## config.mk

```make
export PLATFORM = sky130hd
export DESIGN_NAME = hex_endpoint_record_parser_core
export DESIGN_NICKNAME = d
export VERILOG_FILES = /design/src/hdl/hrp_pkg.sv /design/src/hdl/hrp_front.sv /design/src/hdl/hrp_queue.sv /design/src/hdl/hrp_back.sv /design/src/hdl/hex_endpoint_record_parser_core.sv
export VERILOG_INCLUDE_DIRS = /design/src /design/src/hdl
export SDC_FILE = /design/constraint.sdc
export NUM_CORES = 1
export LEC_CHECK = 0
export BUFFER_PORTS_ARGS = -buffer_cell sky130_fd_sc_hd__buf_2
export CAP_MARGIN = 30
export CORE_ASPECT_RATIO = 0.6
export CORE_MARGIN = 4
export CORE_UTILIZATION = 55
export DETAILED_ROUTE_END_ITERATION = 12
export GPL_TIMING_DRIVEN = 0
export HOLD_SLACK_MARGIN = 0.06
export PLACE_DENSITY = 0.85
export SYNTH_ARGS = -nofsm -noshare
export SYNTH_HDL_FRONTEND = slang
export SYNTH_HIERARCHICAL = 1
export SYNTH_SLANG_ARGS = --single-unit
```

## constraint.sdc

```tcl
create_clock -name clk -period 4.2 [get_ports clk]
set_clock_uncertainty 0.1 [all_clocks]
set_input_delay 1.05 -clock clk [delete_from_list [all_inputs] [get_ports clk]]
set_output_delay 1.05 -clock clk [all_outputs]
set_load 0.03 [all_outputs]
```

## src/hdl/hex_endpoint_record_parser_core_macros.svh

```systemverilog
// Assertion macros shared by the record parser modules.
`ifndef HEX_ENDPOINT_RECORD_PARSER_CORE_MACROS_SVH
`define HEX_ENDPOINT_RECORD_PARSER_CORE_MACROS_SVH
`ifndef SYNTHESIS
// Checked property, disabled while reset is asserted.
`define HRP_ASSERT(lbl, clk_sig, rstn_sig, prop, msg) \
  lbl: assert property (@(posedge clk_sig) disable iff (!rstn_sig) prop) else $error(msg);
// Checked property that also holds during reset.
`define HRP_ASSERT_ALWAYS(lbl, clk_sig, prop, msg) \
  lbl: assert property (@(posedge clk_sig) prop) else $error(msg);
`else
`define HRP_ASSERT(lbl, clk_sig, rstn_sig, prop, msg)
`define HRP_ASSERT_ALWAYS(lbl, clk_sig, prop, msg)
`endif
`endif

```

## src/hdl/hrp_pkg.sv

```systemverilog
// Types, constants and helper functions shared by the record parser modules.
package hrp_pkg;

  // Capability store size per record and derived widths.
  localparam int CAPS_MAX   = 32;
  localparam int CAPS_IDX_W = $clog2(CAPS_MAX);
  localparam int ADDR_W     = CAPS_IDX_W + 1;
  localparam int STORE_DEPTH = 2 * CAPS_MAX;
  localparam int CNT_W      = 6;
  localparam int DIG_W      = 7;

  localparam logic [CNT_W-1:0] LIMIT_RESET = CNT_W'(32);
  localparam logic [7:0]       CHAR_COLON  = 8'h3A;

  // Write port of the capability store, driven by the parser.
  typedef struct packed {
    logic              we;
    logic [ADDR_W-1:0] addr;
    logic [7:0]        data;
  } store_wr_t;

  // Summary of one finished record.
  typedef struct packed {
    logic             ok;
    logic [7:0]       type_byte;
    logic [7:0]       codec_byte;
    logic             dly_report;
    logic [CNT_W-1:0] caps_count;
  } rec_t;

  // Queue status seen by the parser.
  typedef struct packed {
    logic full;
    logic wr_bank;
  } q_stat_t;

  // Queue head seen by the emitter.
  typedef struct packed {
    logic valid;
    logic bank;
    rec_t rec;
  } q_head_t;

  // Hex digit decode: bit 4 set when the character is a hex digit.
  function automatic logic [4:0] hex_decode(input logic [7:0] c);
    logic [4:0] r;
    r = 5'd0;
    if (c >= 8'h30 && c <= 8'h39) begin
      r = {1'b1, 4'(c - 8'h30)};
    end else if (c >= 8'h61 && c <= 8'h66) begin
      r = {1'b1, 4'(c - 8'h57)};
    end else if (c >= 8'h41 && c <= 8'h46) begin
      r = {1'b1, 4'(c - 8'h37)};
    end
    return r;
  endfunction

endpackage

```

## src/hdl/hrp_front.sv

```systemverilog
// Character parser: classifies characters, fills the capability store, queues record summaries.
`include "hex_endpoint_record_parser_core_macros.svh"
module hrp_front (
  input  logic                       clk,
  input  logic                       rst_n,
  input  logic                       in_tvalid,
  output logic                       in_tready,
  input  logic [7:0]                 in_tdata,   // [7:0] char_code
  input  logic                       in_tlast,   // is_final
  input  logic                       cfg_valid,
  output logic                       cfg_ready,
  input  logic [hrp_pkg::CNT_W-1:0]  cfg_data,   // caps_limit
  input  hrp_pkg::q_stat_t           q_stat,
  output logic                       push,
  output hrp_pkg::rec_t              push_rec,
  output hrp_pkg::store_wr_t         store_wr
);

  localparam int PH_W = 3;
  localparam logic [PH_W-1:0] PH_TYPE_HI  = 3'd0;
  localparam logic [PH_W-1:0] PH_TYPE_LO  = 3'd1;
  localparam logic [PH_W-1:0] PH_COLON1   = 3'd2;
  localparam logic [PH_W-1:0] PH_CODEC_HI = 3'd3;
  localparam logic [PH_W-1:0] PH_CODEC_LO = 3'd4;
  localparam logic [PH_W-1:0] PH_COLON2   = 3'd5;
  localparam logic [PH_W-1:0] PH_OPT      = 3'd6;
  localparam logic [PH_W-1:0] PH_CAPS     = 3'd7;

  logic [hrp_pkg::CNT_W-1:0] limit_r;
  logic [PH_W-1:0]           phase_r, phase_nxt;
  logic [3:0]                hi_r, hi_nxt;
  logic [7:0]                type_r, type_nxt;
  logic [7:0]                codec_r, codec_nxt;
  logic                      delay_r, delay_nxt;
  logic [7:0]                look_r, look_nxt;
  logic [hrp_pkg::DIG_W-1:0] digits_r, digits_nxt;
  logic                      err_r, err_nxt;

  logic                      accept;
  logic [4:0]                hex;
  logic                      add_dig;
  logic [hrp_pkg::DIG_W-1:0] dig_inc;
  logic [hrp_pkg::CNT_W-1:0] eff_limit;
  logic [hrp_pkg::CNT_W-1:0] idx_full;
  logic [7:0]                byte_val;
  logic                      wr_en;
  logic                      rec_ok;

  assign cfg_ready = 1'b1;
  assign in_tready = !q_stat.full;
  assign accept    = in_tvalid && in_tready;
  assign push      = accept && in_tlast;
  assign hex       = hrp_pkg::hex_decode(in_tdata);

  // Limit in force is the register clipped to the store size.
  assign eff_limit = (limit_r > hrp_pkg::CNT_W'(hrp_pkg::CAPS_MAX)) ?
                     hrp_pkg::CNT_W'(hrp_pkg::CAPS_MAX) : limit_r;

  assign dig_inc  = digits_r + hrp_pkg::DIG_W'(1);
  assign byte_val = {hi_r, hex[3:0]};
  assign idx_full = dig_inc[hrp_pkg::DIG_W-1:1] - hrp_pkg::CNT_W'(1);

  // Next parser state for the current character.
  always_comb begin
    phase_nxt  = phase_r;
    hi_nxt     = hi_r;
    type_nxt   = type_r;
    codec_nxt  = codec_r;
    delay_nxt  = delay_r;
    look_nxt   = look_r;
    digits_nxt = digits_r;
    err_nxt    = err_r;
    add_dig    = 1'b0;
    wr_en      = 1'b0;
    if (!err_r) begin
      case (phase_r)
        PH_TYPE_HI, PH_CODEC_HI: begin
          if (!hex[4]) begin
            err_nxt = 1'b1;
          end else begin
            hi_nxt    = hex[3:0];
            phase_nxt = phase_r + PH_W'(1);
          end
        end
        PH_TYPE_LO: begin
          if (!hex[4]) begin
            err_nxt = 1'b1;
          end else begin
            type_nxt  = byte_val;
            phase_nxt = phase_r + PH_W'(1);
          end
        end
        PH_CODEC_LO: begin
          if (!hex[4]) begin
            err_nxt = 1'b1;
          end else begin
            codec_nxt = byte_val;
            phase_nxt = phase_r + PH_W'(1);
          end
        end
        PH_COLON1, PH_COLON2: begin
          if (in_tdata != hrp_pkg::CHAR_COLON) begin
            err_nxt = 1'b1;
          end else begin
            phase_nxt = phase_r + PH_W'(1);
          end
        end
        PH_OPT: begin
          if (in_tdata == hrp_pkg::CHAR_COLON) begin
            // Two digits before a colon form the delay byte.
            if (digits_r != hrp_pkg::DIG_W'(2) || look_r > 8'd1) begin
              err_nxt = 1'b1;
            end else begin
              delay_nxt  = look_r[0];
              digits_nxt = '0;
              phase_nxt  = PH_CAPS;
            end
          end else if (!hex[4]) begin
            err_nxt = 1'b1;
          end else begin
            add_dig = 1'b1;
          end
        end
        PH_CAPS: begin
          if (!hex[4]) begin
            err_nxt = 1'b1;
          end else begin
            add_dig = 1'b1;
          end
        end
        default: begin
          err_nxt = 1'b1;
        end
      endcase
    end

    // One capability digit: a pair of digits completes a stored byte.
    if (add_dig) begin
      digits_nxt = dig_inc;
      if (dig_inc > {eff_limit, 1'b0}) begin
        err_nxt = 1'b1;
      end else if (dig_inc[0]) begin
        hi_nxt = hex[3:0];
      end else begin
        wr_en = 1'b1;
        if (phase_r == PH_OPT && idx_full == '0) begin
          look_nxt = byte_val;
        end
      end
    end
  end

  // Record verdict from the state after the final character.
  assign rec_ok = !err_nxt && (phase_nxt == PH_OPT || phase_nxt == PH_CAPS) &&
                  digits_nxt != '0 && !digits_nxt[0] &&
                  digits_nxt[hrp_pkg::DIG_W-1:1] <= eff_limit;

  always_comb begin
    push_rec                 = '0;
    push_rec.ok              = rec_ok;
    if (rec_ok) begin
      push_rec.type_byte       = type_nxt;
      push_rec.codec_byte      = codec_nxt;
      push_rec.dly_report      = delay_nxt;
      push_rec.caps_count      = digits_nxt[hrp_pkg::DIG_W-1:1];
    end
  end

  assign store_wr.we   = accept && wr_en;
  assign store_wr.addr = {q_stat.wr_bank, idx_full[hrp_pkg::CAPS_IDX_W-1:0]};
  assign store_wr.data = byte_val;

  // Configuration register.
  always_ff @(posedge clk) begin
    if (!rst_n) begin
      limit_r <= hrp_pkg::LIMIT_RESET;
    end else if (cfg_valid && cfg_ready) begin
      limit_r <= cfg_data;
    end
  end

  // Parser state; a final character returns it to the start of a record.
  always_ff @(posedge clk) begin
    if (!rst_n || push) begin
      phase_r  <= PH_TYPE_HI;
      hi_r     <= '0;
      type_r   <= '0;
      codec_r  <= '0;
      delay_r  <= 1'b0;
      look_r   <= '0;
      digits_r <= '0;
      err_r    <= 1'b0;
    end else if (accept) begin
      phase_r  <= phase_nxt;
      hi_r     <= hi_nxt;
      type_r   <= type_nxt;
      codec_r  <= codec_nxt;
      delay_r  <= delay_nxt;
      look_r   <= look_nxt;
      digits_r <= digits_nxt;
      err_r    <= err_nxt;
    end
  end

  `HRP_ASSERT(a_wr_no_err, clk, rst_n, store_wr.we |-> (accept && !err_r), "store write after error")

endmodule

```

## src/hdl/hrp_queue.sv

```systemverilog
// Two-entry queue of record summaries; each slot owns one store bank.
`include "hex_endpoint_record_parser_core_macros.svh"
module hrp_queue (
  input  logic              clk,
  input  logic              rst_n,
  input  logic              push,
  input  hrp_pkg::rec_t     push_rec,
  input  logic              pop,
  output hrp_pkg::q_stat_t  q_stat,
  output hrp_pkg::q_head_t  q_head
);

  hrp_pkg::rec_t slot_r [2];
  logic          wr_ptr_r;
  logic          rd_ptr_r;
  logic [1:0]    count_r;

  assign q_stat.full    = (count_r == 2'd2);
  assign q_stat.wr_bank = wr_ptr_r;
  assign q_head.valid   = (count_r != 2'd0);
  assign q_head.bank    = rd_ptr_r;
  assign q_head.rec     = slot_r[rd_ptr_r];

  // Slot payload.
  always_ff @(posedge clk) begin
    if (push) begin
      slot_r[wr_ptr_r] <= push_rec;
    end
  end

  // Pointers and occupancy.
  always_ff @(posedge clk) begin
    if (!rst_n) begin
      wr_ptr_r <= 1'b0;
      rd_ptr_r <= 1'b0;
      count_r  <= 2'd0;
    end else begin
      if (push) begin
        wr_ptr_r <= !wr_ptr_r;
      end
      if (pop) begin
        rd_ptr_r <= !rd_ptr_r;
      end
      if (push && !pop) begin
        count_r <= count_r + 2'd1;
      end else if (pop && !push) begin
        count_r <= count_r - 2'd1;
      end
    end
  end

  `HRP_ASSERT(a_no_overflow, clk, rst_n, !(push && q_stat.full), "push into full queue")
  `HRP_ASSERT(a_no_underflow, clk, rst_n, !(pop && !q_head.valid), "pop from empty queue")

endmodule

```

## src/hdl/hrp_back.sv

```systemverilog
// Result emitter: turns queued records into summary and capability byte transactions.
`include "hex_endpoint_record_parser_core_macros.svh"
module hrp_back (
  input  logic                clk,
  input  logic                rst_n,
  input  hrp_pkg::store_wr_t  store_wr,
  input  hrp_pkg::q_head_t    q_head,
  output logic                pop,
  output logic                out_tvalid,
  input  logic                out_tready,
  output logic [31:0]         out_tdata,
  output logic                out_tuser,
  output logic                out_tlast
);

  // Capability store: one bank per queue slot.
  logic [7:0] store_mem [hrp_pkg::STORE_DEPTH];
  logic [7:0] rd_data_r;

  logic [hrp_pkg::CNT_W-1:0] k_r;
  logic [hrp_pkg::CNT_W-1:0] k_dec;
  logic                      issue;
  logic                      is_last;
  logic                      s1_adv;
  logic [hrp_pkg::ADDR_W-1:0] rd_addr;

  // Read stage registers.
  logic          s1_valid_r;
  logic          s1_kind_r;
  logic          s1_last_r;
  hrp_pkg::rec_t s1_rec_r;

  // Output stage registers.
  logic          out_valid_r;
  logic          out_kind_r;
  logic          out_last_r;
  hrp_pkg::rec_t out_rec_r;
  logic [7:0]    out_byte_r;

  assign s1_adv  = s1_valid_r && (!out_valid_r || out_tready);
  assign issue   = q_head.valid && (!s1_valid_r || s1_adv);
  assign is_last = (k_r == q_head.rec.caps_count);
  assign pop     = issue && is_last;
  assign k_dec   = k_r - hrp_pkg::CNT_W'(1);
  assign rd_addr = {q_head.bank, k_dec[hrp_pkg::CAPS_IDX_W-1:0]};

  // Store write from the parser and registered read for the emitter.
  always_ff @(posedge clk) begin
    if (store_wr.we) begin
      store_mem[store_wr.addr] <= store_wr.data;
    end
    if (issue) begin
      rd_data_r <= store_mem[rd_addr];
    end
  end

  // Item counter within the head record.
  always_ff @(posedge clk) begin
    if (!rst_n || pop) begin
      k_r <= '0;
    end else if (issue) begin
      k_r <= k_r + hrp_pkg::CNT_W'(1);
    end
  end

  // Read stage.
  always_ff @(posedge clk) begin
    if (!rst_n) begin
      s1_valid_r <= 1'b0;
    end else if (issue) begin
      s1_valid_r <= 1'b1;
    end else if (s1_adv) begin
      s1_valid_r <= 1'b0;
    end
  end

  always_ff @(posedge clk) begin
    if (issue) begin
      s1_kind_r <= (k_r != '0);
      s1_last_r <= is_last;
      s1_rec_r  <= q_head.rec;
    end
  end

  // Output register.
  always_ff @(posedge clk) begin
    if (!rst_n) begin
      out_valid_r <= 1'b0;
    end else if (s1_adv) begin
      out_valid_r <= 1'b1;
    end else if (out_tready) begin
      out_valid_r <= 1'b0;
    end
  end

  always_ff @(posedge clk) begin
    if (s1_adv) begin
      out_kind_r <= s1_kind_r;
      out_last_r <= s1_last_r;
      out_rec_r  <= s1_rec_r;
      out_byte_r <= s1_kind_r ? rd_data_r : 8'd0;
    end
  end

  assign out_tvalid = out_valid_r;
  assign out_tuser  = out_kind_r;
  assign out_tlast  = out_last_r;
  assign out_tdata  = {out_byte_r, out_rec_r.caps_count, out_rec_r.dly_report,
                       out_rec_r.codec_byte, out_rec_r.type_byte, out_rec_r.ok};

  `HRP_ASSERT(a_pop_last, clk, rst_n, pop |=> (s1_valid_r && s1_last_r), "pop without last item")
  `HRP_ASSERT(a_first_summary, clk, rst_n, (issue && k_r == '0) |=> !s1_kind_r, "record not opened by summary")

endmodule

```

## src/hdl/hex_endpoint_record_parser_core.sv

```systemverilog
// A record's summary passes through the record queue, the read stage and the output register before it leaves.
// Throughput: one character per cycle in; one result per cycle out while out_tready is held (count+1 per record).
// The input stalls only while two finished records wait in the record queue,
// each holding one bank of the two-bank capability store.
// Reset (rst_n, synchronous, active low) clears the parser, queue and output
// stages and sets caps_limit to 32; the capability store is not cleared.
module hex_endpoint_record_parser_core (
  input  logic                      clk,
  input  logic                      rst_n,
  input  logic                      in_tvalid,
  output logic                      in_tready,
  input  logic [7:0]                in_tdata,   // [7:0] char_code
  input  logic                      in_tlast,   // is_final
  output logic                      out_tvalid,
  input  logic                      out_tready,
  output logic [31:0]               out_tdata,  // [0] valid_res, [8:1] type_byte,
                                                // [16:9] codec_byte, [17] dly_report,
                                                // [23:18] caps_count, [31:24] caps_byte
  output logic                      out_tuser,  // kind
  output logic                      out_tlast,  // last_of_run
  input  logic                      cfg_valid,
  output logic                      cfg_ready,
  input  logic [hrp_pkg::CNT_W-1:0] cfg_data    // caps_limit
);

  hrp_pkg::q_stat_t   q_stat;
  hrp_pkg::q_head_t   q_head;
  hrp_pkg::rec_t      push_rec;
  hrp_pkg::store_wr_t store_wr;
  logic               push;
  logic               pop;

  // Parser front end.
  hrp_front u_front (
    .clk       (clk),
    .rst_n     (rst_n),
    .in_tvalid (in_tvalid),
    .in_tready (in_tready),
    .in_tdata  (in_tdata),
    .in_tlast  (in_tlast),
    .cfg_valid (cfg_valid),
    .cfg_ready (cfg_ready),
    .cfg_data  (cfg_data),
    .q_stat    (q_stat),
    .push      (push),
    .push_rec  (push_rec),
    .store_wr  (store_wr)
  );

  // Record queue between parser and emitter.
  hrp_queue u_queue (
    .clk      (clk),
    .rst_n    (rst_n),
    .push     (push),
    .push_rec (push_rec),
    .pop      (pop),
    .q_stat   (q_stat),
    .q_head   (q_head)
  );

  // Result emitter with the capability store.
  hrp_back u_back (
    .clk        (clk),
    .rst_n      (rst_n),
    .store_wr   (store_wr),
    .q_head     (q_head),
    .pop        (pop),
    .out_tvalid (out_tvalid),
    .out_tready (out_tready),
    .out_tdata  (out_tdata),
    .out_tuser  (out_tuser),
    .out_tlast  (out_tlast)
  );

endmodule

```

# Word-level counts from Yosys, hierarchy flattened
# Memory sizes are Yosys's and may differ from the RTL's. A register that Yosys moved wholly into a read port is not among the register bits.
# Cells that the tools add are included.
dict set report op_classes {
  div_mod_pow 0
  multipliers 0
  eq_ne 14
  add_sub_neg 10
  n_lt_le_gt_ge 10
  shift 0
  reduce_logical 45
  bitwise 2
  muxes 59
}
# operator count
set ops {}
lappend ops {{two-way mux 8 bit} 6}
lappend ops {{two-way mux 7 bit} 5}
lappend ops {{two-way mux 1 bit} 27}
lappend ops {{two-way mux 4 bit} 6}
lappend ops {{two-way mux 23 bit} 1}
lappend ops {{equality test 3 bit, second input constant} 6}
lappend ops {{greater-or-equal comparator 8 x 7 -> 1 bit, second input constant} 2}
lappend ops {{less-or-equal comparator 8 x 7 -> 1 bit, second input constant} 2}
lappend ops {{logical AND 1 bit} 16}
lappend ops {{two-way mux 3 bit} 5}
lappend ops {{two-way mux 5 bit} 3}
lappend ops {{logical NOT 1 bit} 10}
lappend ops {{one-hot mux 3 bit (3 select lines)} 1}
lappend ops {{equality test 8 x 6 -> 1 bit, second input constant} 1}
lappend ops {{greater-or-equal comparator 8 x 6 -> 1 bit, second input constant} 1}
lappend ops {{greater-than comparator 8 x 1 -> 1 bit, second input constant} 1}
lappend ops {{less-or-equal comparator 8 x 6 -> 1 bit, second input constant} 1}
lappend ops {{inequality test 8 x 6 -> 1 bit, second input constant} 1}
lappend ops {{nonzero test 2 bit} 4}
lappend ops {{subtractor 4 x 3 -> 4 bit, second input constant} 2}
lappend ops {{adder 7 x 1 -> 7 bit, second input constant} 1}
lappend ops {{greater-than comparator 7 bit} 1}
lappend ops {{inequality test 7 x 2 -> 1 bit, second input constant} 1}
lappend ops {{nonzero test 7 bit} 1}
lappend ops {{26 further kinds} 35}
dict set report word_totals {
  register_bits 118
  inputBits 20
  out_inout_bits 37
  n_memories 2
  wordCells 172
  romBits 0
  ram_bits 560
  latch_bits 0
}
# name words width rd rd_ports_with_merged_regs wr line
set memory_table {}
lappend memory_table {u_back.store_mem 64 8 1 1 1 hrp_back.sv:17} ;# logic [7:0] store_mem [hrp_pkg::STORE_DEPTH];
lappend memory_table {u_queue.slot_r 2 24 1 1 1 hrp_queue.sv:13} ;# hrp_pkg::rec_t slot_r [2];

# Logic depth before layout (Yosys ltp)
# Gate-level depths: netlist of run 1.
dict set report depth {
  ltp_word 17
  mapped_depth 18
  depth_no_buf 15
}

# By module
# The synthesis of run 1 kept the hierarchy.
# module instances seq_area_each_um2 cells_per_inst area_per_inst_um2
set by_module_without_submodules {}
lappend by_module_without_submodules {hrp_back 1 17576.9 1071 22619.2}
lappend by_module_without_submodules {hrp_front 1 920.9 450 3613.5}
lappend by_module_without_submodules {hrp_queue 1 1541.5 99 1968.1}

# Worst setup path before layout of run 1
# No wires, ideal clock.
dict set report synth_timing {
  path_type {input to register}
  start {input in_tdata[1]}
  end {memory u_back.store_mem[0][3], data pin}
  required_ns 3.594
  path_stages 7
  setup_slack_ns -0.158
  path_buffers 0
  setup_ns 0.506
  t_arrival_ns 3.752
  path_cell_list {inv_1 -> ha_1 -> o21ba_1 -> o21ai_1 -> nand2_1 -> xnor2_1 -> nor2_1}
}
# item line
set synth_rtl {}
lappend synth_rtl {{from (decl)} hex_endpoint_record_parser_core.sv:12} ;# input logic [7:0] in_tdata,
lappend synth_rtl {{to (decl)} hrp_back.sv:17}

==> flow_summary.yaml, run 1 <==
synthesis:
  synth-seq-area-share_pct: 71.06
  syn_inst: 1620
  synth.distinct_cells: 79
  number_of_enable_flip_flop_cells_after_synthesis: 628
  main_flop_type_after_synthesis: "sky130_fd_sc_hd__edfxtp_1"
  flip_flop_and_latch_count_after_synthesis: 687
  synth.cell_area_um2: 28200
  syn-num-nets: 1669
  synth.yosys.warnings: 6
  average_instance_area_after_synthesis_um2: 17.41
  asyncSetResetFlopFracSynth_pct: 0
min_path:
  hold_path.startpoint: "u_back/s1_rec_r[5]$_DFFE_PP_"
  hp-class: "reg -> reg"
  holdPathStages: 0
  endpoint_of_the_worst_hold_timing_path: "u_back/out_tdata[23]$_DFFE_PP_"
finish:
  layout_common_cells: "628 x sky130_fd_sc_hd__edfxtp_1, 128 x sky130_fd_sc_hd__mux4_2, 80 x sky130_fd_sc_hd__buf_2"
  drive_above_1_share_pct: 30.23
  layout-area-overhead-vs-synth_pct: 16.94
  total_area_of_multi_input_combinational_cells_um2: 8483
  nFillCells: 3090
  regArea_um2: 20050
  finish.net_count: 1838
  final_util_pct: 65.89
  mostFrequentLayoutCell: "sky130_fd_sc_hd__edfxtp_1"
  layoutNonFillerInstCount: 2519
grt:
  via_count_of_the_first_global_routing_pass: 15900
  number_of_antenna_violations_at_the_first_check_in_global_routing: 3
  grt_max_degree: 51
  grt_remaining_overflow: 0
  grt_first_pass_wirelength_mm: 102.9
  groute.usage.overall_pct: 25.16
timing:
  worst-slew-pin-transition_ns: 1.099
  layout_setup_ws_ns: -0.1048
  maxSlewHeadroom_pct: 26.46
  timing.final.setup_violations: 41
  final.period_utilization_pct: 102.5
  setup_repair_after_global_routing_missed_its_margin: "true"
  max_freq_mhz: 232.3
  final-hold-violation-count: 0
  final_worst_path_period_need_ns: 4.305
  whs_ns: 0.3155
  final_report_max_slew_violation_count: 0
cts:
  path_clk_slew_ns: 0.07
  clock_insertion_delay_worst_skew_ns: 0.61
  numClockSinks: 687
  cts-htree-levels: 2
  cts_tree: "yes"
  longest_clk_path_bufs: 3
  inserted_clock_buffers: 57
  cts_stage_hold_buffer_count: 0
  ctsRootBufferMaster: "sky130_fd_sc_hd__clkbuf_16"
setup_path:
  cp-end-kind: "register"
  worst_path_largest_cell_delay_ns: 0.44
  worst_r2r_startpoint: "u_front/phase_r[1]$_SDFFE_PP0P_"
  timing.critical_path.from_type: "primary input"
  crit_required_ns: 4.46
  crit_path_dat_ns: 4.57
  worst_r2r_endpoint: "u_queue/slot_r[1][17]$_DFFE_PP_"
  type_of_the_worst_setup_path: "in -> reg"
  worst-r2r-cell-count: 17
  path_cells: "buf_6, nor4b_4, o311a_4, o211ai_4, nor2_2, xor2_1, ha_1, a21o_1, a21oi_2, nor2b_1, o32ai_2, and3_4, o2111ai_4, buf_8, a2111oi_4"
  r2r_slack_ns: -0.04
  biggest_fanout_along_the_worst_timing_path: 6
  slowest_stage: "sky130_fd_sc_hd__nor4b_4"
route:
  routed_wl_mm: 70.84
  wl_per_cell_um: 28.12
  dr.first_iter.drc_count: 2439
  drt-vias-per-instance: 6.611
  ant_nets: 0
  drc: 0
  route.vias.total: 16650
  firstDrtPassIters: 5
placement:
  gpl.final_weighted_congestion: 0.9416
  placement.io_buffers: 54
  dp.final_hpwl_mm: 45.39
  dp_slack_ns: -1.144
  dp.cells: 2370
outcome:
  outcome: "complete, but fails checks"
  failing_checks: "negative setup slack"
die:
  top_level_ports: 57
  dieWidth_um: 300.3
  initial_utilization_pct: 56.34
  coreArea_um2: 50050
  die_h_um: 183.4
  die_area_um2: 55080
  rows: 63
power:
  fin_total_pwr_w: 0.01543
  power_per_cell_area_nw_per_um2: 468.0
  vdd_drop_max_v: 0.0003256
  p_leak_nw: 10.04
run:
  maxCapViolCount: 0
-- final cells by class --
class | instances | share of cell area (%)
Clock inverter | 29 | 0.8612
Timing Repair Buffer | 115 | 3.399
Buffer | 92 | 1.510
Clock buffer | 77 | 4.803
Tap cell | 682 | 2.587
Inverter | 26 | 0.3187
Multi-Input combinational cell | 810 | 25.72
Antenna cell | 1 | 0.007588
Sequential cell | 687 | 60.79
-- per-stage QoR --
step | TNS, ns | instance area (um2)
2_1_floorplan | 0 | 28250
3_3_place_gp | -609.39 | 29370
3_5_place_dp | -344.72 | 29660
4_1_cts | -42.75 | 32030
5_1_grt | -4.187 | 32980
6_report | -0.8708 | 32980
-- cells in the mapped netlist, types with 8 or more instances --
library cell / count / area, um2
sky130_fd_sc_hd__nor2b_1: 25 / 156.4
sky130_fd_sc_hd__nand2_1: 65 / 244.0
sky130_fd_sc_hd__nor3b_1: 8 / 60.06
sky130_fd_sc_hd__inv_1: 25 / 93.84
sky130_fd_sc_hd__xnor2_1: 18 / 157.7
sky130_fd_sc_hd__mux2i_1: 26 / 260.3
sky130_fd_sc_hd__buf_1: 9 / 33.78
sky130_fd_sc_hd__mux4_2: 128 / 2883
sky130_fd_sc_hd__a21oi_1: 22 / 110.1
sky130_fd_sc_hd__edfxtp_1: 628 / 18860
sky130_fd_sc_hd__o21ai_0: 9 / 45.04
sky130_fd_sc_hd__nand3_1: 24 / 120.1
sky130_fd_sc_hd__a211oi_1: 10 / 75.07
sky130_fd_sc_hd__xor2_1: 17 / 148.9
sky130_fd_sc_hd__mux2_2: 27 / 304.0
sky130_fd_sc_hd__dfxtp_1: 59 / 1181
sky130_fd_sc_hd__nand4_1: 16 / 100.1
sky130_fd_sc_hd__o31ai_1: 38 / 285.3
sky130_fd_sc_hd__nor2_1: 117 / 439.2
sky130_fd_sc_hd__ha_1: 29 / 362.9
sky130_fd_sc_hd__buf_2: 29 / 145.1
sky130_fd_sc_hd__buf_4: 8 / 60.06
sky130_fd_sc_hd__clkbuf_1: 44 / 165.2
sky130_fd_sc_hd__and2_1: 14 / 87.58
sky130_fd_sc_hd__a21boi_0: 56 / 420.4
sky130_fd_sc_hd__a21boi_1: 10 / 75.07
sky130_fd_sc_hd__nor3_1: 21 / 105.1
sky130_fd_sc_hd__a22o_1: 33 / 289.0
-- layer usage --
metal	vias up	part of all wire (%)	track usage, %
met2	1234	43	35.10
met3	163	15	7.951
met5	-	0.045	0
met1	8477	40	38.75
li1	6776	-	-
met4	2	2.5	6.490
-- how the worst max path moves through the flow --
stage                                          start                           endpoint  slack [ns]  cells after the start
finish                                   in_tdata[7]    u_queue/slot_r[1][17]$_DFFE_PP_       -0.10                     15
global route                             in_tdata[3]    u_queue/slot_r[0][17]$_DFFE_PP_       -0.18                     15
CTS                 u_front/digits_r[0]$_SDFFE_PP0P_  u_back/store_mem[21][0]$_DFFE_PP_       -0.31                     11
detailed placement                       in_tdata[0]    u_queue/slot_r[1][17]$_DFFE_PP_       -1.14                     17
global placement                         in_tdata[7]    u_queue/slot_r[0][15]$_DFFE_PP_       -2.24                      7
floorplan                                in_tdata[0]    u_queue/slot_r[0][17]$_DFFE_PP_       0.004                     16
-- worst max-delay path, delay by kind of cell --
| family | cells | cell delay (ns) |
|---|---|---|
| AOI/OAI and AO/OA | 7 | 1.71 |
| and+or+nand+nor | 4 | 0.93 |
| buffers and inverters | 2 | 0.35 |
| adders and majority gates | 1 | 0.29 |
| xor gates and xnor gates | 1 | 0.22 |
-- cell families (layout without fill, tap and decap cells) --
| group | after synthesis | count (layout) | synth area share, % |
|---|---|---|---|
| DFF | 687 | 687 | 71.06 |
| and+or+nand+nor | 331 | 331 | 5.755 |
| AOI/OAI and AO/OA | 233 | 233 | 6.540 |
| muxes | 181 | 181 | 12.22 |
| buffers and inverters | 123 | 339 | 2.036 |
| xor gates and xnor gates | 35 | 35 | 1.087 |
| adders and majority gates | 29 | 29 | 1.287 |
| other | 1 | 2 | 0.01330 |
-- state kept, by name, summed over array words and instances (netlist names), 2 cells and up, named ones only --
name,flops
u_back/k_r,6
u_back/out_byte_r,8
u_back/out_tdata,24
u_back/rd_data_r,8
u_back/s1_rec_r,24
u_back/store_mem,512
u_front/codec_r,8
u_front/digits_r,7
u_front/hi_r,4
u_front/limit_r,6
u_front/look_r,8
u_front/phase_r,3
u_front/type_r,8
u_queue/count_r,2
u_queue/slot_r,48
-- power by group --
part | switching, W | total (W) | internal (W)
Clock | 0.00242 | 0.00533 | 0.00291
Sequential | 0.0000526 | 0.00761 | 0.00756
Combinational | 0.00158 | 0.00249 | 0.000908
Total | 0.00406 | 0.0154 | 0.0114
-- repair_timing --
action,in CTS,in global routing
buffers inserted,7,38
cloned,0,1
setup endpoints to repair,568,560
resized for setup,115,121
pin swaps,9,33
Power figures use the tool's default switching activity.
==> run 2, diff against run 1 <==
--- a/config.mk
+++ b/config.mk
@@ -6,6 +6,7 @@
 export SDC_FILE = /design/constraint.sdc
 export NUM_CORES = 1
 export LEC_CHECK = 0
+export ABC_AREA = 1
 export BUFFER_PORTS_ARGS = -buffer_cell sky130_fd_sc_hd__buf_2
 export CAP_MARGIN = 30
 export CORE_ASPECT_RATIO = 0.6
@@ -15,6 +16,7 @@
 export GPL_TIMING_DRIVEN = 0
 export HOLD_SLACK_MARGIN = 0.06
 export PLACE_DENSITY = 0.85
+export SLEW_MARGIN = 20
 export SYNTH_ARGS = -nofsm -noshare
 export SYNTH_HDL_FRONTEND = slang
 export SYNTH_HIERARCHICAL = 1
==> run 2 against run 1 <==
Highest routed layer unchanged. Largest power group unchanged. Final area increased by 4.5%. Area after synthesis is 7.8% higher. Clock-buffer cell count rose by 2. Via count up 38%. Clock power grew 0.9%. Critical path type is now reg -> reg. Wire length grew 32%. The flow still finishes with violations (negative setup slack). Flip-flop and latch count stayed put. Total power is 3.7% higher. Worst setup slack improved by 0.044 ns. First-iteration DRC count rose by 64%. Combinational power grew 21%. Utilization fell by 2.5 points.
==> flow_summary.yaml, run 2 <==
finish:
  mostFrequentLayoutCell: "sky130_fd_sc_hd__nand2_1"
  layout_common_cells: "854 x sky130_fd_sc_hd__nand2_1, 628 x sky130_fd_sc_hd__edfxtp_1, 383 x sky130_fd_sc_hd__nand3_1"
  largest_registers: "u_back/store_mem: 512 flops, u_queue/slot_r: 48 flops"
  finish.net_count: 3139
  largest_reg_by_ff_count: "u_back/store_mem"
  final_util_pct: 63.36
  drive_above_1_share_pct: 14.04
  nFillCells: 4058
  layout-area-overhead-vs-synth_pct: 13.45
  max_reg_flops: 512
  insertedDiodeCount: 0
power:
  power_per_cell_area_nw_per_um2: 464.4
  p_sw_share_pct: 30.29
  power.net_switching_w: 0.004849
  vdd_drop_max_v: 0.0003304
  clockPowerShare_pct: 33.6
  p_leak_nw: 14.25
  power_frac_comb_pct: 18.8
  internal_power_w: 0.01116
  fin_total_pwr_w: 0.01601
  pwr-share-seq_pct: 47.6
run:
  maxCapViolCount: 0
cts:
  ctsRootBufferMaster: "sky130_fd_sc_hd__clkbuf_16"
  numClockSinks: 687
  longest_clk_path_bufs: 3
  path_clk_slew_ns: 0.07
  inserted_clock_buffers: 59
  clock_insertion_delay_worst_skew_ns: 0.63
  cts-htree-levels: 2
  cts_tree: "yes"
  cts_stage_hold_buffer_count: 0
timing:
  timing.setup.tns_ns: -1.199
  maxSlewHeadroom_pct: 29.96
  final_worst_path_period_need_ns: 4.261
  timing.final.setup_violations: 48
  final.period_utilization_pct: 101.5
  worst-slew-pin-transition_ns: 1.051
  layout_setup_ws_ns: -0.06094
  setup_repair_after_global_routing_missed_its_margin: "true"
  max_freq_mhz: 234.7
  final_report_max_slew_violation_count: 0
  final-hold-violation-count: 0
setup_path:
  timing.critical_path.from_type: "register"
  crit_path_dat_ns: 4.42
  cp-end-kind: "register"
  worst_path_largest_cell_delay_ns: 0.82
  biggest_fanout_along_the_worst_timing_path: 8
  dominant_cell_type_by_count_on_the_critical_path: "sky130_fd_sc_hd__inv_1"
  path_cells: "ha_1, xor2_1, inv_1, ha_1, nand3_1, xor2_1, inv_1, inv_1, nand3_1, nor2_2"
  crit_required_ns: 4.36
  type_of_the_worst_setup_path: "reg -> reg"
  cp_num_buf_inv: 3
  crit_family: "simple AND/OR/NAND/NOR gates"
  slowest_stage: "sky130_fd_sc_hd__nor2_2"
die:
  top_level_ports: 57
  die_h_um: 190.1
  rows: 66
  die_area_um2: 59210
  coreArea_um2: 54420
  initial_utilization_pct: 55.85
  dieWidth_um: 311.5
placement:
  gpl.final_weighted_congestion: 1.035
  dp.final_hpwl_mm: 66.32
  placement.io_buffers: 55
synthesis:
  average_instance_area_after_synthesis_um2: 10.38
  yosys.area.top_type: "sky130_fd_sc_hd__edfxtp_1"
  syn_inst: 2927
  post_synth_most_frequent_cells: "855 x sky130_fd_sc_hd__nand2_1, 628 x sky130_fd_sc_hd__edfxtp_1, 386 x sky130_fd_sc_hd__nand3_1, 310 x sky130_fd_sc_hd__inv_1, 243 x sky130_fd_sc_hd__nor2_1"
  synth.distinct_cells: 48
  synthMostInstantiatedCell: "sky130_fd_sc_hd__nand2_1"
  synthDominantCellAreaShare_pct: 62.05
  number_of_enable_flip_flop_cells_after_synthesis: 628
  synth-seq-area-share_pct: 65.94
  flip_flop_and_latch_count_after_synthesis: 687
  synth.yosys.warnings: 6
  main_flop_type_after_synthesis: "sky130_fd_sc_hd__edfxtp_1"
  synth.top_cells.by_area: "sky130_fd_sc_hd__edfxtp_1 62%, sky130_fd_sc_hd__nand2_1 11%, sky130_fd_sc_hd__nand3_1 6.4%"
  asyncSetResetFlopFracSynth_pct: 0
  syn-num-nets: 2976
  synth.cell_area_um2: 30390
grt:
  via_count_of_the_first_global_routing_pass: 21280
  groute.usage.overall_pct: 31.08
  grt_max_degree: 64
  grt_first_pass_wirelength_mm: 135.2
  number_of_antenna_violations_at_the_first_check_in_global_routing: 2
  grt_remaining_overflow: 0
route:
  routed_wl_mm: 93.74
  drc: 0
  dr.first_iter.drc_count: 3989
  drt-vias-per-instance: 5.982
  firstDrtPassIters: 6
  ant_nets: 0
  route.vias.total: 23060
  wl_per_cell_um: 24.32
outcome:
  outcome: "complete, but fails checks"
  failing_checks: "negative setup slack"
min_path:
  hp-class: "reg -> reg"
## run 2: cell types whose count changed in the layout (fill, tap and decap cells not counted), moves of 25 or more
cell / delta
sky130_fd_sc_hd__a22o_1: -33
sky130_fd_sc_hd__mux2i_1: -25
sky130_fd_sc_hd__o21ai_0: +60
sky130_fd_sc_hd__mux4_2: -128
sky130_fd_sc_hd__nand3_1: +364
sky130_fd_sc_hd__inv_1: +285
sky130_fd_sc_hd__a21boi_0: -55
sky130_fd_sc_hd__nand2_1: +792
sky130_fd_sc_hd__nor2_1: +137
sky130_fd_sc_hd__o31ai_1: -36
sky130_fd_sc_hd__nor2_2: +35
## run 2: timing repair
action | 4_1_cts | 5_1_grt
gates cloned | 0 | 0
buffers inserted | 0 | 27
hold endpoints to repair | 0 | 0
endpoints found under the setup margin | 381 | 520
pin swaps | 0 | 7
resized for setup | 52 | 70
## run 2: logic make-up (layout without fill, tap and decap cells)
logic type / after synthesis / count (layout) / share of synthesized area, %
simple gates: 1574 / 1574 / 22.39
compound gates: 137 / 137 / 2.524
xor+xnor: 13 / 13 / 0.4488
fa+ha+maj: 29 / 29 / 1.194
buf+inv: 461 / 674 / 6.324
other cells: 1 / 1 / 0.01234
mux: 25 / 25 / 1.169
flops: 687 / 687 / 65.94
## run 2: worst register-to-register path, stage by stage (launching register included)
cell                      delay, ns
sky130_fd_sc_hd__dfxtp_1       0.52
sky130_fd_sc_hd__ha_1          0.39
sky130_fd_sc_hd__xor2_1        0.35
sky130_fd_sc_hd__inv_1         0.14
sky130_fd_sc_hd__ha_1          0.24
sky130_fd_sc_hd__nand3_1       0.11
sky130_fd_sc_hd__xor2_1        0.21
sky130_fd_sc_hd__inv_1         0.14
sky130_fd_sc_hd__inv_1         0.15
sky130_fd_sc_hd__nand3_1       0.72
sky130_fd_sc_hd__nor2_2        0.82
## run 2: power groups by stage
stage / Clock [W] / Combinational [W] / Sequential, W
after CTS: 0.00540 / 0.00272 / 0.00761
after global placement: 0 / 0.00258 / 0.00778
final: 0.00538 / 0.00302 / 0.00761
after detailed placement: 0 / 0.00267 / 0.00776
after floorplan: 0 / 0.00152 / 0.00780
after global routing: 0.00569 / 0.00310 / 0.00762
## run 2: per-layer routing
layer / GRT usage, % / vias up / share of wire [%]
met4: 6.440 / 10 / 2.4
met2: 41.47 / 1838 / 39
met1: 46.10 / 10930 / 39
li1: - / 10060 / -
met3: 14.61 / 217 / 19
met5: 1.786 / - / 0.24
## run 2: area by class of cell
type	count	area, um2	area share, %
plain buffers	137	735.7	2.134
clock buffers	79	1582	4.587
clock inverters	32	285.3	0.8274
inverters	321	1221	3.542
multi-input cells	1779	8837	25.63
flip-flops and latches	687	20050	58.16
well taps	714	893.4	2.591
repair buffers	105	870.8	2.526
## run 2: through the flow
stage	cells	setup slack [ns]	instance area, um2	hold WS, ns
6_report	3854	-0.06094	34480	0.2884
5_1_grt	3854	-0.06688	34480	0.3186
4_1_cts	3830	-0.1956	34030	0.2964
3_5_place_dp	3719	-0.5597	32020	0.3045
3_3_place_gp	3696	-1.546	31560	0.3027
2_1_floorplan	2927	0.3048	30400	0.3003
## run 2: worst paths after layout
kind,startpoint,endpoint,slack (ns),cells after the start
worst max register to register,u_front/digits_r[1]$_SDFFE_PP0P_,u_back/store_mem[44][1]$_DFFE_PP_,-0.06,10
worst max-delay path,u_front/digits_r[1]$_SDFFE_PP0P_,u_back/store_mem[44][1]$_DFFE_PP_,-0.06,10
worst min-delay path,u_back/s1_rec_r[10]$_DFFE_PP_,u_back/out_tdata[12]$_DFFE_PP_,0.29,0
worst min register to register,u_back/s1_rec_r[10]$_DFFE_PP_,u_back/out_tdata[12]$_DFFE_PP_,0.29,0
